--- src/hw/rtl/srfp_pkg.sv ---
// Package for the servo reply frame parser: constants, codes and shared types.
`default_nettype none
package srfp_pkg;

    localparam int SERVO_CHANNELS  = 16;
    localparam int MAX_FRAME_BYTES = 64;

    localparam int ID_IDX_W  = (SERVO_CHANNELS > 1) ? $clog2(SERVO_CHANNELS) : 1;
    localparam int COUNT_W   = 6;
    localparam int PADDR_W   = 3;
    localparam int PDATA_W   = 32;

    localparam logic [7:0] HEADER_BYTE = 8'hFF;
    // Frame totals count header, id and length bytes on top of the length field.
    localparam logic [8:0] FRAME_OVERHEAD = 9'd4;
    localparam logic [8:0] MIN_TOTAL      = 9'd6;
    localparam logic [8:0] MAX_TOTAL      = 9'(MAX_FRAME_BYTES);
    localparam logic [8:0] ACK_TOTAL      = 9'd6;
    localparam logic [8:0] POS_TOTAL      = 9'd8;

    localparam logic [PADDR_W-3:0] REG_EXPECTED_REPLY = '0;

    typedef enum logic [2:0] {
        PH_HUNT1 = 3'd0,
        PH_HUNT2 = 3'd1,
        PH_ID    = 3'd2,
        PH_LEN   = 3'd3,
        PH_BODY  = 3'd4
    } t_phase;

    typedef enum logic [1:0] {
        REPLY_PING   = 2'd0,
        REPLY_ACK    = 2'd1,
        REPLY_POS    = 2'd2,
        REPLY_UNUSED = 2'd3
    } t_reply;

    typedef enum logic [2:0] {
        ST_POS_OK    = 3'd0,
        ST_ACK_OK    = 3'd1,
        ST_PING      = 3'd2,
        ST_BAD_LEN   = 3'd3,
        ST_BAD_CSUM  = 3'd4,
        ST_BAD_ID    = 3'd5,
        ST_OVERSIZE  = 3'd6
    } t_status;

    typedef struct packed {
        logic               valid;
        logic [2:0]         status;
        logic [7:0]         servo_id;
        logic [7:0]         error_bits;
        logic signed [15:0] position;
        logic               new_servo;
        logic [COUNT_W-1:0] servo_total;
    } t_result;

endpackage
`default_nettype wire

--- src/hw/rtl/srfp_if.sv ---
// Stream interfaces for received bytes and status results.
`default_nettype none
interface srfp_rx_if;
    logic       valid;
    logic       ready;
    logic [7:0] rx_byte;
    logic       flush;

    modport source (output valid, output rx_byte, output flush, input ready);
    modport sink   (input valid, input rx_byte, input flush, output ready);
endinterface

interface srfp_status_if;
    logic                        valid;
    logic                        ready;
    logic [2:0]                  status;
    logic [7:0]                  servo_id;
    logic [7:0]                  error_bits;
    logic signed [15:0]          position;
    logic                        new_servo;
    logic [srfp_pkg::COUNT_W-1:0] servo_total;

    modport source (output valid, output status, output servo_id, output error_bits,
                    output position, output new_servo, output servo_total, input ready);
    modport sink   (input valid, input status, input servo_id, input error_bits,
                    input position, input new_servo, input servo_total, output ready);
endinterface
`default_nettype wire

--- src/hw/rtl/srfp_parser.sv ---
// Frame parsing state, checksum, id tracking and per-byte status decision.
`default_nettype none
module srfp_parser (
    input  wire logic              i_clk,
    input  wire logic              i_rst_n,
    input  wire logic              i_step,
    input  wire logic [7:0]        i_byte,
    input  wire logic              i_flush,
    input  wire logic [1:0]        i_expected,
    output srfp_pkg::t_result      o_result
);

    srfp_pkg::t_phase r_phase, n_phase;
    logic [7:0] r_ident, n_ident;
    logic [7:0] r_length, n_length;
    logic [7:0] r_index, n_index;
    logic [7:0] r_sum, n_sum;
    logic [7:0] r_status_byte, n_status_byte;
    logic [7:0] r_pos_lo, n_pos_lo;
    logic [7:0] r_pos_hi, n_pos_hi;
    logic [srfp_pkg::SERVO_CHANNELS-1:0] r_seen, n_seen;
    logic [srfp_pkg::COUNT_W-1:0] r_count, n_count;

    logic [8:0]  len_total;
    logic [8:0]  frame_total;
    logic [7:0]  id_minus1;
    logic [srfp_pkg::ID_IDX_W-1:0] id_idx;
    logic        id_ok;
    logic        fresh;
    logic [14:0] pos_mag;
    logic [15:0] pos_val;

    always_ff @(posedge i_clk) begin
        if (!i_rst_n) begin
            r_phase       <= srfp_pkg::PH_HUNT1;
            r_ident       <= '0;
            r_length      <= '0;
            r_index       <= '0;
            r_sum         <= '0;
            r_status_byte <= '0;
            r_pos_lo      <= '0;
            r_pos_hi      <= '0;
            r_seen        <= '0;
            r_count       <= '0;
        end else if (i_step) begin
            r_phase       <= n_phase;
            r_ident       <= n_ident;
            r_length      <= n_length;
            r_index       <= n_index;
            r_sum         <= n_sum;
            r_status_byte <= n_status_byte;
            r_pos_lo      <= n_pos_lo;
            r_pos_hi      <= n_pos_hi;
            r_seen        <= n_seen;
            r_count       <= n_count;
        end
    end

    assign len_total   = {1'b0, i_byte} + srfp_pkg::FRAME_OVERHEAD;
    assign frame_total = {1'b0, r_length} + srfp_pkg::FRAME_OVERHEAD;
    assign id_minus1   = r_ident - 8'd1;
    assign id_idx      = id_minus1[srfp_pkg::ID_IDX_W-1:0];
    assign id_ok       = (r_ident != 8'd0) && ({1'b0, r_ident} <= 9'(srfp_pkg::SERVO_CHANNELS));
    assign fresh       = !r_seen[id_idx];
    assign pos_mag     = {r_pos_hi[6:0], r_pos_lo};
    // Sign-magnitude to two's complement; a negative zero stays zero.
    assign pos_val     = r_pos_hi[7] ? (16'd0 - {1'b0, pos_mag}) : {1'b0, pos_mag};

    always_comb begin
        n_phase       = r_phase;
        n_ident       = r_ident;
        n_length      = r_length;
        n_index       = r_index;
        n_sum         = r_sum;
        n_status_byte = r_status_byte;
        n_pos_lo      = r_pos_lo;
        n_pos_hi      = r_pos_hi;
        n_seen        = r_seen;
        n_count       = r_count;

        o_result             = '0;
        o_result.servo_id    = r_ident;
        o_result.servo_total = r_count;

        if (i_flush) begin
            n_phase = srfp_pkg::PH_HUNT1;
            n_index = '0;
            n_sum   = '0;
        end else begin
            unique case (r_phase)
                srfp_pkg::PH_HUNT1: begin
                    if (i_byte == srfp_pkg::HEADER_BYTE) begin
                        n_phase = srfp_pkg::PH_HUNT2;
                    end
                end
                srfp_pkg::PH_HUNT2: begin
                    n_phase = (i_byte == srfp_pkg::HEADER_BYTE) ? srfp_pkg::PH_ID
                                                                : srfp_pkg::PH_HUNT1;
                end
                srfp_pkg::PH_ID: begin
                    n_ident = i_byte;
                    n_sum   = i_byte;
                    n_phase = srfp_pkg::PH_LEN;
                end
                srfp_pkg::PH_LEN: begin
                    n_length = i_byte;
                    n_sum    = r_sum + i_byte;
                    o_result.servo_id = r_ident;
                    if (len_total > srfp_pkg::MAX_TOTAL) begin
                        n_phase = srfp_pkg::PH_HUNT1;
                        n_index = '0;
                        n_sum   = '0;
                        o_result.valid  = 1'b1;
                        o_result.status = srfp_pkg::ST_OVERSIZE;
                    end else if (len_total < srfp_pkg::MIN_TOTAL) begin
                        n_phase = srfp_pkg::PH_HUNT1;
                        n_index = '0;
                        n_sum   = '0;
                        o_result.valid  = 1'b1;
                        o_result.status = srfp_pkg::ST_BAD_LEN;
                    end else begin
                        n_index = '0;
                        n_phase = srfp_pkg::PH_BODY;
                    end
                end
                srfp_pkg::PH_BODY: begin
                    if ({1'b0, r_index} + 9'd1 >= {1'b0, r_length}) begin
                        // Check byte: the frame ends here whatever the outcome.
                        n_phase = srfp_pkg::PH_HUNT1;
                        n_index = '0;
                        n_sum   = '0;
                        o_result.valid = 1'b1;
                        if (i_byte != ~r_sum) begin
                            o_result.status = srfp_pkg::ST_BAD_CSUM;
                        end else if (!id_ok) begin
                            o_result.status = srfp_pkg::ST_BAD_ID;
                        end else begin
                            if (fresh) begin
                                n_seen[id_idx] = 1'b1;
                                n_count        = r_count + 1'b1;
                            end
                            o_result.new_servo   = fresh;
                            o_result.servo_total = n_count;
                            case (i_expected)
                                srfp_pkg::REPLY_POS: begin
                                    if (frame_total != srfp_pkg::POS_TOTAL) begin
                                        o_result.status = srfp_pkg::ST_BAD_LEN;
                                    end else begin
                                        o_result.status   = srfp_pkg::ST_POS_OK;
                                        o_result.position = pos_val;
                                    end
                                end
                                srfp_pkg::REPLY_ACK: begin
                                    if (frame_total != srfp_pkg::ACK_TOTAL) begin
                                        o_result.status = srfp_pkg::ST_BAD_LEN;
                                    end else begin
                                        o_result.status     = srfp_pkg::ST_ACK_OK;
                                        o_result.error_bits = r_status_byte;
                                    end
                                end
                                default: begin
                                    o_result.status = srfp_pkg::ST_PING;
                                end
                            endcase
                        end
                    end else begin
                        case (r_index)
                            8'd0:    n_status_byte = i_byte;
                            8'd1:    n_pos_lo      = i_byte;
                            8'd2:    n_pos_hi      = i_byte;
                            default: n_status_byte = r_status_byte;
                        endcase
                        n_sum   = r_sum + i_byte;
                        n_index = r_index + 8'd1;
                    end
                end
                default: begin
                    n_phase = srfp_pkg::PH_HUNT1;
                    n_index = '0;
                    n_sum   = '0;
                end
            endcase
        end
    end

endmodule
`default_nettype wire

--- src/hw/rtl/servo_reply_frame_parser_core.sv ---
// Top level of the servo reply frame parser: input register, result register, APB register.
//
//  channel   direction  handshake        payload
//  i_rx      in         valid/ready      rx_byte[7:0], flush
//  o_status  out        valid/ready      status, servo_id, error_bits, position,
//                                        new_servo, servo_total
//  APB       in         psel/penable     expected_reply at byte address 0
//
// One byte is taken per cycle while the result register is free or being taken. A byte
// is held in the input register, decoded against the parser state, and its result
// (if any) is registered in the result register.
// Reset is synchronous and active low; it returns the parser to the header hunt and
// clears the seen-id mask and servo count. When the result register is full and not
// taken, the parser holds and the input register fills; no transaction is lost.
`default_nettype none
module servo_reply_frame_parser_core (
    input  wire logic                           i_clk,
    input  wire logic                           i_rst_n,
    srfp_rx_if.sink                             i_rx,
    srfp_status_if.source                       o_status,
    input  wire logic                           psel,
    input  wire logic                           penable,
    input  wire logic                           pwrite,
    input  wire logic [srfp_pkg::PADDR_W-1:0]   paddr,
    input  wire logic [srfp_pkg::PDATA_W-1:0]   pwdata,
    output logic      [srfp_pkg::PDATA_W-1:0]   prdata,
    output logic                                pready
);

    logic       r_in_valid;
    logic [7:0] r_in_byte;
    logic       r_in_flush;
    logic       r_out_valid;
    srfp_pkg::t_result r_out;
    logic [1:0] r_expected;

    logic advance;
    logic step;
    logic cfg_wr;
    srfp_pkg::t_result result;

    assign advance = !r_out_valid || o_status.ready;
    assign step    = r_in_valid && advance;
    assign i_rx.ready = !r_in_valid || advance;

    always_ff @(posedge i_clk) begin
        if (!i_rst_n) begin
            r_in_valid <= 1'b0;
        end else if (i_rx.ready) begin
            r_in_valid <= i_rx.valid;
        end
    end

    always_ff @(posedge i_clk) begin
        if (i_rx.ready && i_rx.valid) begin
            r_in_byte  <= i_rx.rx_byte;
            r_in_flush <= i_rx.flush;
        end
    end

    srfp_parser u_parser (
        .i_clk      (i_clk),
        .i_rst_n    (i_rst_n),
        .i_step     (step),
        .i_byte     (r_in_byte),
        .i_flush    (r_in_flush),
        .i_expected (r_expected),
        .o_result   (result)
    );

    always_ff @(posedge i_clk) begin
        if (!i_rst_n) begin
            r_out_valid <= 1'b0;
        end else if (advance) begin
            r_out_valid <= step && result.valid;
        end
    end

    always_ff @(posedge i_clk) begin
        if (step && result.valid) begin
            r_out <= result;
        end
    end

    assign o_status.valid       = r_out_valid;
    assign o_status.status      = r_out.status;
    assign o_status.servo_id    = r_out.servo_id;
    assign o_status.error_bits  = r_out.error_bits;
    assign o_status.position    = r_out.position;
    assign o_status.new_servo   = r_out.new_servo;
    assign o_status.servo_total = r_out.servo_total;

    // APB: single register; the low two address bits are ignored by the decode.
    assign pready = 1'b1;
    assign cfg_wr = psel && penable && pwrite
                    && (paddr[srfp_pkg::PADDR_W-1:2] == srfp_pkg::REG_EXPECTED_REPLY);

    always_ff @(posedge i_clk) begin
        if (!i_rst_n) begin
            r_expected <= srfp_pkg::REPLY_PING;
        end else if (cfg_wr) begin
            r_expected <= pwdata[1:0];
        end
    end

    always_comb begin
        prdata = '0;
        if (paddr[srfp_pkg::PADDR_W-1:2] == srfp_pkg::REG_EXPECTED_REPLY) begin
            prdata[1:0] = r_expected;
        end
    end

endmodule
`default_nettype wire

--- src/flat_wrapper.sv ---
// flat-port wrapper written by rule: the top's interface ports become plain ports
module servo_reply_frame_parser_core_flat 
  (i_clk, i_rst_n, psel, penable, pwrite, paddr, pwdata, prdata, pready, i_rx_valid, i_rx_rx_byte, i_rx_flush, i_rx_ready, o_status_valid, o_status_status, o_status_servo_id, o_status_error_bits, o_status_position, o_status_new_servo, o_status_servo_total, o_status_ready);
  srfp_rx_if i_rx_i ();
  srfp_status_if o_status_i ();
  input  wire logic i_clk;
  input  wire logic i_rst_n;
  input  wire logic psel;
  input  wire logic penable;
  input  wire logic pwrite;
  input  wire logic [srfp_pkg::PADDR_W-1:0] paddr;
  input  wire logic [srfp_pkg::PDATA_W-1:0] pwdata;
  output logic      [srfp_pkg::PDATA_W-1:0] prdata;
  output logic pready;
  input wire logic [$bits(i_rx_i.valid)-1:0] i_rx_valid;
  input wire logic [$bits(i_rx_i.rx_byte)-1:0] i_rx_rx_byte;
  input wire logic [$bits(i_rx_i.flush)-1:0] i_rx_flush;
  output wire logic [$bits(i_rx_i.ready)-1:0] i_rx_ready;
  output wire logic [$bits(o_status_i.valid)-1:0] o_status_valid;
  output wire logic [$bits(o_status_i.status)-1:0] o_status_status;
  output wire logic [$bits(o_status_i.servo_id)-1:0] o_status_servo_id;
  output wire logic [$bits(o_status_i.error_bits)-1:0] o_status_error_bits;
  output wire logic [$bits(o_status_i.position)-1:0] o_status_position;
  output wire logic [$bits(o_status_i.new_servo)-1:0] o_status_new_servo;
  output wire logic [$bits(o_status_i.servo_total)-1:0] o_status_servo_total;
  input wire logic [$bits(o_status_i.ready)-1:0] o_status_ready;
  assign i_rx_i.valid = i_rx_valid;
  assign i_rx_i.rx_byte = i_rx_rx_byte;
  assign i_rx_i.flush = i_rx_flush;
  assign i_rx_ready = i_rx_i.ready;
  assign o_status_valid = o_status_i.valid;
  assign o_status_status = o_status_i.status;
  assign o_status_servo_id = o_status_i.servo_id;
  assign o_status_error_bits = o_status_i.error_bits;
  assign o_status_position = o_status_i.position;
  assign o_status_new_servo = o_status_i.new_servo;
  assign o_status_servo_total = o_status_i.servo_total;
  assign o_status_i.ready = o_status_ready;
  servo_reply_frame_parser_core u_core (.i_clk(i_clk), .i_rst_n(i_rst_n), .i_rx(i_rx_i), .o_status(o_status_i), .psel(psel), .penable(penable), .pwrite(pwrite), .paddr(paddr), .pwdata(pwdata), .prdata(prdata), .pready(pready));
endmodule
--- config.mk ---
export PLATFORM = sky130hd
export DESIGN_NAME = servo_reply_frame_parser_core_flat
export DESIGN_NICKNAME = d
export VERILOG_FILES = /design/src/hw/rtl/srfp_pkg.sv /design/src/hw/rtl/srfp_if.sv /design/src/hw/rtl/srfp_parser.sv /design/src/hw/rtl/servo_reply_frame_parser_core.sv /design/src/flat_wrapper.sv
export SDC_FILE = /design/constraint.sdc
export NUM_CORES = 1
export LEC_CHECK = 0
export BUFFER_PORTS_ARGS = -buffer_cell sky130_fd_sc_hd__buf_2
export CORE_AREA = 3 3 148 150
export CTS_CLUSTER_SIZE = 16
export DETAILED_ROUTE_END_ITERATION = 7
export DIE_AREA = 0 0 151 153
export GPL_TIMING_DRIVEN = 0
export MAX_ROUTING_LAYER = met4
export SYNTH_ARGS = -nofsm -noshare
export SYNTH_HDL_FRONTEND = slang
export SYNTH_SLANG_ARGS = --single-unit
--- constraint.sdc ---
create_clock -name i_clk -period 5.4 [get_ports i_clk]
set_input_delay 1.08 -clock i_clk [delete_from_list [all_inputs] [get_ports i_clk]]
set_output_delay 1.08 -clock i_clk [all_outputs]
set_load 0.02 [all_outputs]
==> flow_summary.json, run 1 <==
{
  "crit_family": "compound AO/OA/AOI/OAI gates",
  "grt_usage_pct": 15.6,
  "coreArea_sq_um": 20800,
  "dpl_cell_area_sq_um": 8010,
  "critPathKind": "flip-flop to flip-flop",
  "final-hold-violation-count": 0,
  "synth_area_sq_um": 7180,
  "port_buffers": 64,
  "area_delta_synth_final_pct": 19.7,
  "seq_area_frac_synth_pct": 45.0,
  "dpl.hpwl_microns": 12500,
  "rsz0062_at_grt": "no",
  "fin_crit_sh_pct": 74.0,
  "yosysUniqueCellTypes": 82,
  "routed_wl_microns": 17200,
  "clk_latency_ns": 0.42,
  "synth_adder_area_share_pct": 5.51,
  "numCtsBuffers": 17,
  "slew_violations": 0,
  "layout_common_cells": "dfxtp_1, nand2_1, nor2_1",
  "power_mw": 2.37,
  "antenna_found_initial": 0,
  "synth_ff_type": "dfxtp_1",
  "leakagePower_nw": 3.44,
  "endpoint_kind": "flip-flop",
  "fp.dieH_microns": 153,
  "synth.avg_cell_area_sq_um": 9.79,
  "postCtsSetupRepairBufs": 0,
  "drive_gt1_share_pct": 18.8,
  "worst_slew_pin_slew_ns": 1.07,
  "r2r_end": "u_core.o_status.error_bits[1]",
  "gp_congestion": 0.913,
  "firstDrtPassIters": 5,
  "drcViolationCount": 0,
  "die_w_microns": 151,
  "ioPinCount": 128,
  "wire_per_inst_microns": 15.2,
  "synth-edff-count": 51,
  "grt_pass1_vias": 5250,
  "crit_slowest_cell": "a311oi_2",
  "synth-xor-area-share_pct": 3.66,
  "yosys_register_bits": 136,
  "synthCells": 733,
  "post-route-util_pct": 41.3,
  "cpPeakStageDelay_ns": 0.56,
  "synth_compound_area_share_pct": 13.5,
  "startpoint": "u_core.u_parser.r_index[0]",
  "reg2reg_depth": 14,
  "die_area_sq_um": 23100,
  "max_freq_mhz": 250,
  "grt_pass1_wl_microns": 27900,
  "relSlewSlack_pct": 28.0,
  "yosysWarningCount": 0,
  "drtAntennaViolNets": 0,
  "h-tree-depth": 4,
  "r2r_slack_ns": 1.41,
  "status": "complete, no violations",
  "cts.sinks": 136,
  "grt_max_degree": 23,
  "ir_drop_v": 0.000221,
  "clockBufferDepth": 2,
  "maxCapViolations": 0,
  "synth_top_area_cell": "dfxtp_1",
  "min_period_ns": 3.99,
  "yosys-top-cells-area": "dfxtp_1, edfxtp_1, ha_1",
  "pwr_density_cell_nw_per_um2": 276,
  "viasPerCell": 4.97,
  "postCtsHoldBufs": 0,
  "synth_top_area_share_pct": 23.7,
  "path_cells": "ha_1 > and2_4 > nand2_1 > and2_1 > or2_2 > ha_1 > a21oi_1 > a21boi_0 > a311oi_2 > nand2_1 > a2bb2oi_1 > nor3_4 > buf_16 > buf_8",
  "synthArstFlopShare_pct": 0,
  "clk_pin_slew_ns": 0.06,
  "critPathLaunchType": "flip-flop",
  "tns_ns": 0,
  "diodes": 0,
  "fin_nets": 929,
  "final-setup-viol-count": 0,
  "endpoint": "u_core.o_status.error_bits[1]",
  "worst-path-buf-inv": 2,
  "synthSimpleGateAreaFrac_pct": 18.9,
  "fin_area_sq_um": 8590,
  "cts_tree": "built",
  "via_count": 5646,
  "initial_utilization_pct": 34.5,
  "final_common_cell": "dfxtp_1",
  "synth_top_family_by_area": "simple AND/OR/NAND/NOR gates",
  "required_ns": 5.58,
  "globalRouteOverflowTotal": 0,
  "row_count": 53,
  "drt_iter0_drc": 362,
  "r2r-start": "u_core.u_parser.r_index[0]",
  "cts_resized": 0,
  "cts-root-buf": "clkbuf_16",
  "skew_ns": 0.00724,
  "critPathMaxFanout": 22,
  "path_depth": 14,
  "critPathArrivalTime_ns": 4.17,
  "worstHoldPathType": "flip-flop to flip-flop",
  "synthMuxAreaShare_pct": 6.75
}
==> report_power, final <==
| group | internal, mW | switching, mW | leakage (nW) |
|---|---|---|---|
| Combinational | 0.0413 | 0.0860 | 2.06 |
| Sequential | 1.06 | 0.0124 | 1.10 |
| Clock | 0.695 | 0.468 | 0.284 |
| Total | 1.80 | 0.567 | 3.44 |
==> layout make-up <==
cell class / instances / area [sq um]
Multi-Input combinational cell: 539 / 3590
Buffer: 61 / 374
Clock inverter: 13 / 143
Fill cell: 2102 / 12200
Sequential cell: 136 / 3230
Timing Repair Buffer: 66 / 363
Tap cell: 275 / 344
Inverter: 26 / 97.6
Clock buffer: 19 / 443
==> per-stage QoR <==
step                setup slack [ns]  hold WS [ns]  std cells
floorplan                       1.02         0.409        762
global placement              -0.297         0.438       1101
detailed placement              1.41         0.426       1103
CTS                             1.41         0.443       1135
global route                    1.17         0.465       1135
finish                          1.41         0.437       1135
==> layer usage <==
metal	share of wire, %	GRT usage (%)	vias to the layer above
met2	44	22.5	158
met4	1.5	4.75	0
li1	-	-	2826
met1	49	22.0	2642
met5	0	-	-
met3	5.8	3.44	20
==> logic make-up after synthesis <==
logic type | Yosys count
and+or+nand+nor | 263
AOI/OAI and AO/OA | 142
DFF | 136
buffers and inverters | 87
muxes | 42
adders and majority gates | 31
xor gates and xnor gates | 30
other | 2
==> synthesized netlist by cell type, drive strengths merged (3+ instances only) <==
master   instances
nor4             7
nor4b            3
a211oi           9
xor2            16
nand2b           5
o31ai           11
nand3           32
edfxtp          51
a32o             3
dfxtp           85
nor2b            8
ha              30
mux4             4
inv             26
clkbuf          23
a2111oi          3
nand4            7
a31oi            9
and2            15
and3             3
or2              3
nor3            15
nand2           70
o21ai           22
a21oi           45
or4              7
or3              7
o211ai           4
nand3b           4
xnor2           14
o21bai           3
nor2            69
mux2i           36
a22oi            9
buf             37
==> worst min-delay path by stage <==
stage	startpoint	endpoint	slack (ns)	cells after the start
after floorplan	u_core.u_parser.r_ident[2]	u_core.o_status.servo_id[2]	0.41	0
after global placement	u_core.u_parser.r_seen[3]	u_core.u_parser.r_seen[3]	0.44	2
after detailed placement	u_core.u_parser.r_ident[3]	u_core.o_status.servo_id[3]	0.43	0
after CTS	u_core.u_parser.r_ident[3]	u_core.o_status.servo_id[3]	0.44	0
after global routing	u_core.u_parser.r_ident[3]	u_core.o_status.servo_id[3]	0.46	0
final	u_core.u_parser.r_ident[3]	u_core.o_status.servo_id[3]	0.44	0
==> worst register-to-register path: stages, from the launching register on <==
cell and delay (ns):
dfxtp_1 0.45, ha_1 0.29, and2_4 0.19, nand2_1 0.06, and2_1 0.17, or2_2 0.30, ha_1 0.31, a21oi_1 0.15
a21boi_0 0.13, a311oi_2 0.56, nand2_1 0.22, a2bb2oi_1 0.37, nor3_4 0.15, buf_16 0.20, buf_8 0.18
Power figures use the tool's default switching activity.
==> run 2, diff against run 1 <==
- ABC_AREA: unset -> 1
- CORE_AREA: 3 3 148 150 -> 3 3 153 155
- DIE_AREA: 0 0 151 153 -> 0 0 156 158
- clock period: 5.4 -> 3.7 ns (I/O delays scaled with it)
==> run 2 against run 1 <==
Core utilization down 0.061 points; synthesized area rose by 6.9%; register-to-register slack worse by 1.1 ns; sequential share of layout area down 1.9 points; sequential power up 45%; worst hold slack better by 0.013 ns; final area up 5.3%; combinational power rose by 54%; clock power up 43%; cell count increased by 24%; setup slack lost 1.1 ns; critical endpoint is now u_core.o_status.position[4]; largest power group unchanged.
==> flow_summary.json, run 2 <==
{
  "coreArea_sq_um": 22000,
  "h-tree-depth": 4,
  "status": "complete, no violations",
  "dpl_cell_area_sq_um": 8450,
  "final-setup-viol-count": 0,
  "relSlewSlack_pct": 52.8,
  "critPathMaxFanout": 42,
  "fin_area_sq_um": 9050,
  "timing.hold.ws_ns": 0.450,
  "clk_pin_slew_ns": 0.06,
  "pwr_density_cell_nw_per_um2": 379,
  "layout_common_cells": "nand2_1, inv_1, nor2_1",
  "row_count": 54,
  "cpPeakStageDelay_ns": 0.41,
  "path_common_cell": "nand2_1",
  "drtAntennaViolNets": 0,
  "drive_gt1_share_pct": 16.3,
  "min_period_ns": 3.35,
  "clockBufferDepth": 2,
  "viasPerCell": 4.66,
  "ir_drop_v": 0.000307,
  "synthArstFlopShare_pct": 0,
  "leakagePower_nw": 3.86,
  "firstDrtPassIters": 5,
  "synthCells": 1006,
  "critPathKind": "flip-flop to flip-flop",
  "reg2reg_depth": 15,
  "synth_area_sq_um": 7670,
  "seq_area_frac_synth_pct": 42.1,
  "synth-edff-count": 51,
  "initial_utilization_pct": 34.9,
  "r2r_end": "u_core.o_status.position[4]",
  "wire_per_inst_microns": 13.0,
  "fin_nets": 1200,
  "diodes": 0,
  "antenna_found_initial": 0,
  "grt_usage_pct": 15.8,
  "port_buffers": 64,
  "place_inst": 1379,
  "maxCapViolations": 0,
  "dpl.hpwl_microns": 13300,
  "synth_most_common_cell": "nand2_1",
  "postCtsHoldBufs": 0,
  "r2r-start": "u_core.u_parser.r_index[0]",
  "clk_latency_ns": 0.42,
  "postCtsSetupRepairBufs": 0,
  "yosys-top-cells-area": "dfxtp_1, edfxtp_1, nand2_1",
  "die_w_microns": 156,
  "worst_slew_pin_slew_ns": 0.708,
  "required_ns": 3.80,
  "synth_ff_type": "dfxtp_1",
  "path_cells": "inv_1 > nor3_1 > nand3_1 > nor2_1 > nand2_1 > xnor2_1 > ha_1 > nand4_1 > nor2_1 > nand2_2 > nand2_4 > nand2_1 > nand2_1 > nand3_1 > clkinv_8",
  "cts_tree": "built",
  "critPathLaunchType": "flip-flop",
  "r2r_slack_ns": 0.35,
  "via_count": 6574,
  "holdCritStartpoint": "u_core.u_parser.r_seen[15]",
  "post-route-util_pct": 41.2,
  "numCtsBuffers": 17,
  "endpoint_kind": "flip-flop",
  "worstHoldPathType": "flip-flop to flip-flop",
  "ioPinCount": 128,
  "gp_congestion": 0.874,
  "min_path_cells": 2,
  "yosys_register_bits": 136,
  "critPathArrivalTime_ns": 3.46,
  "synth_top_area_cell": "dfxtp_1",
  "grt_pass1_wl_microns": 30100,
  "max_freq_mhz": 298,
  "yosysUniqueCellTypes": 45,
  "area_delta_synth_final_pct": 17.9,
  "final_cells": 1411,
  "globalRouteOverflowTotal": 0,
  "skew_ns": 0.00747,
  "power_mw": 3.43,
  "synth_top_area_share_pct": 22.2,
  "yosysWarningCount": 0,
  "cts.sinks": 136,
  "min_to": "u_core.u_parser.r_seen[15]",
  "slew_violations": 0,
  "die_area_sq_um": 24600,
  "grt_max_degree": 43,
  "fin_crit_sh_pct": 90.7,
  "drt_iter0_drc": 400,
  "synth_top_cells_by_count": "nand2_1, inv_1, nor2_1",
  "drcViolationCount": 0,
  "synth.avg_cell_area_sq_um": 7.63,
  "final_common_cell": "nand2_1",
  "crit_slowest_cell": "dfxtp_1",
  "routed_wl_microns": 18300,
  "fp.dieH_microns": 158,
  "grt_pass1_vias": 6060,
  "final-hold-violation-count": 0,
  "cts-root-buf": "clkbuf_16"
}
==> run 2: cell types whose count changed in the layout (fill, tap and decap cells not counted), moves of 11 or more <==
cell	delta
inv_1	+118
nor2_1	+45
nand4_1	+22
a21oi_1	+26
clkbuf_1	-13
and2_1	-14
mux2i_1	-36
nand2_1	+135
o31ai_1	-11
nand3_1	+48
o21ai_0	+21
==> run 2: kinds of logic after synthesis <==
family          share of synthesized area [%]
compound gates                           9.00
xor+xnor                                 3.20
fa+ha+maj                                5.15
buf+inv                                  12.5
simple gates                             27.9
other cells                            0.0979
flops                                    42.1
==> run 2: worst max-delay path by stage <==
stage	slack (ns)	startpoint	endpoint
2_1_floorplan	0.18	u_core.u_parser.r_index[0]	u_core.o_status.error_bits[0]
3_3_place_gp	-0.64	u_core.u_parser.r_index[0]	u_core.o_status.position[14]
3_5_place_dp	-0.18	u_core.u_parser.r_index[0]	u_core.o_status.position[11]
4_1_cts	0.04	u_core.u_parser.r_index[0]	u_core.o_status.position[4]
5_1_grt	-0.007	u_core.u_parser.r_index[0]	u_core.o_status.position[3]
6_report	0.35	u_core.u_parser.r_index[0]	u_core.o_status.position[4]
==> run 2: critical path: cells and delay by family (launching register included) <==
kind | cells | cell delay [ns]
flip-flops | 1 | 0.41
adder cells (fa/ha/maj) | 1 | 0.34
AND/OR/NAND/NOR | 11 | 1.68
XOR/XNOR | 1 | 0.14
buffers and inverters | 2 | 0.41
==> run 2: through the flow <==
step	TNS, ns	setup WS [ns]
final	0	0.346
after global routing	-0.0775	-0.00743
after CTS	0	0.0380
after detailed placement	-7.19	-0.179
after global placement	-26.57	-0.640
after floorplan	0	0.180
==> run 2: where the power goes <==
| group | internal, mW | switching [mW] |
|---|---|---|
| clock | 1.01 | 0.654 |
| combinational | 0.0603 | 0.136 |
| sequential | 1.55 | 0.0177 |
==> run 2: layout make-up <==
type,instances,area [sq um]
clock buffer,22,489
buffer,52,368
tap,280,350
timing repair buffer,64,320
fill,2247,12900
sequential,136,3230
clock inverter,10,91.3
multi-input combinational,690,3590
inverter,157,607
==> run 2: timing repair <==
action,4_1_cts,5_1_grt
cloned,0,0
resized for setup,1,5
endpoints found under the setup margin,42,42
endpoints found under the hold margin,0,0
==> run 2: layer usage <==
layer / vias up / part of all wire (%) / GRT usage [%] / wire length, microns
li1: 3413 / - / - / -
met1: 2947 / 46 / 20.0 / 8500
met2: 176 / 46 / 25.1 / 8380
met3: 38 / 5.2 / 3.50 / 957
met4: 0 / 2.5 / 5.26 / 463
met5: - / 0 / - / 0
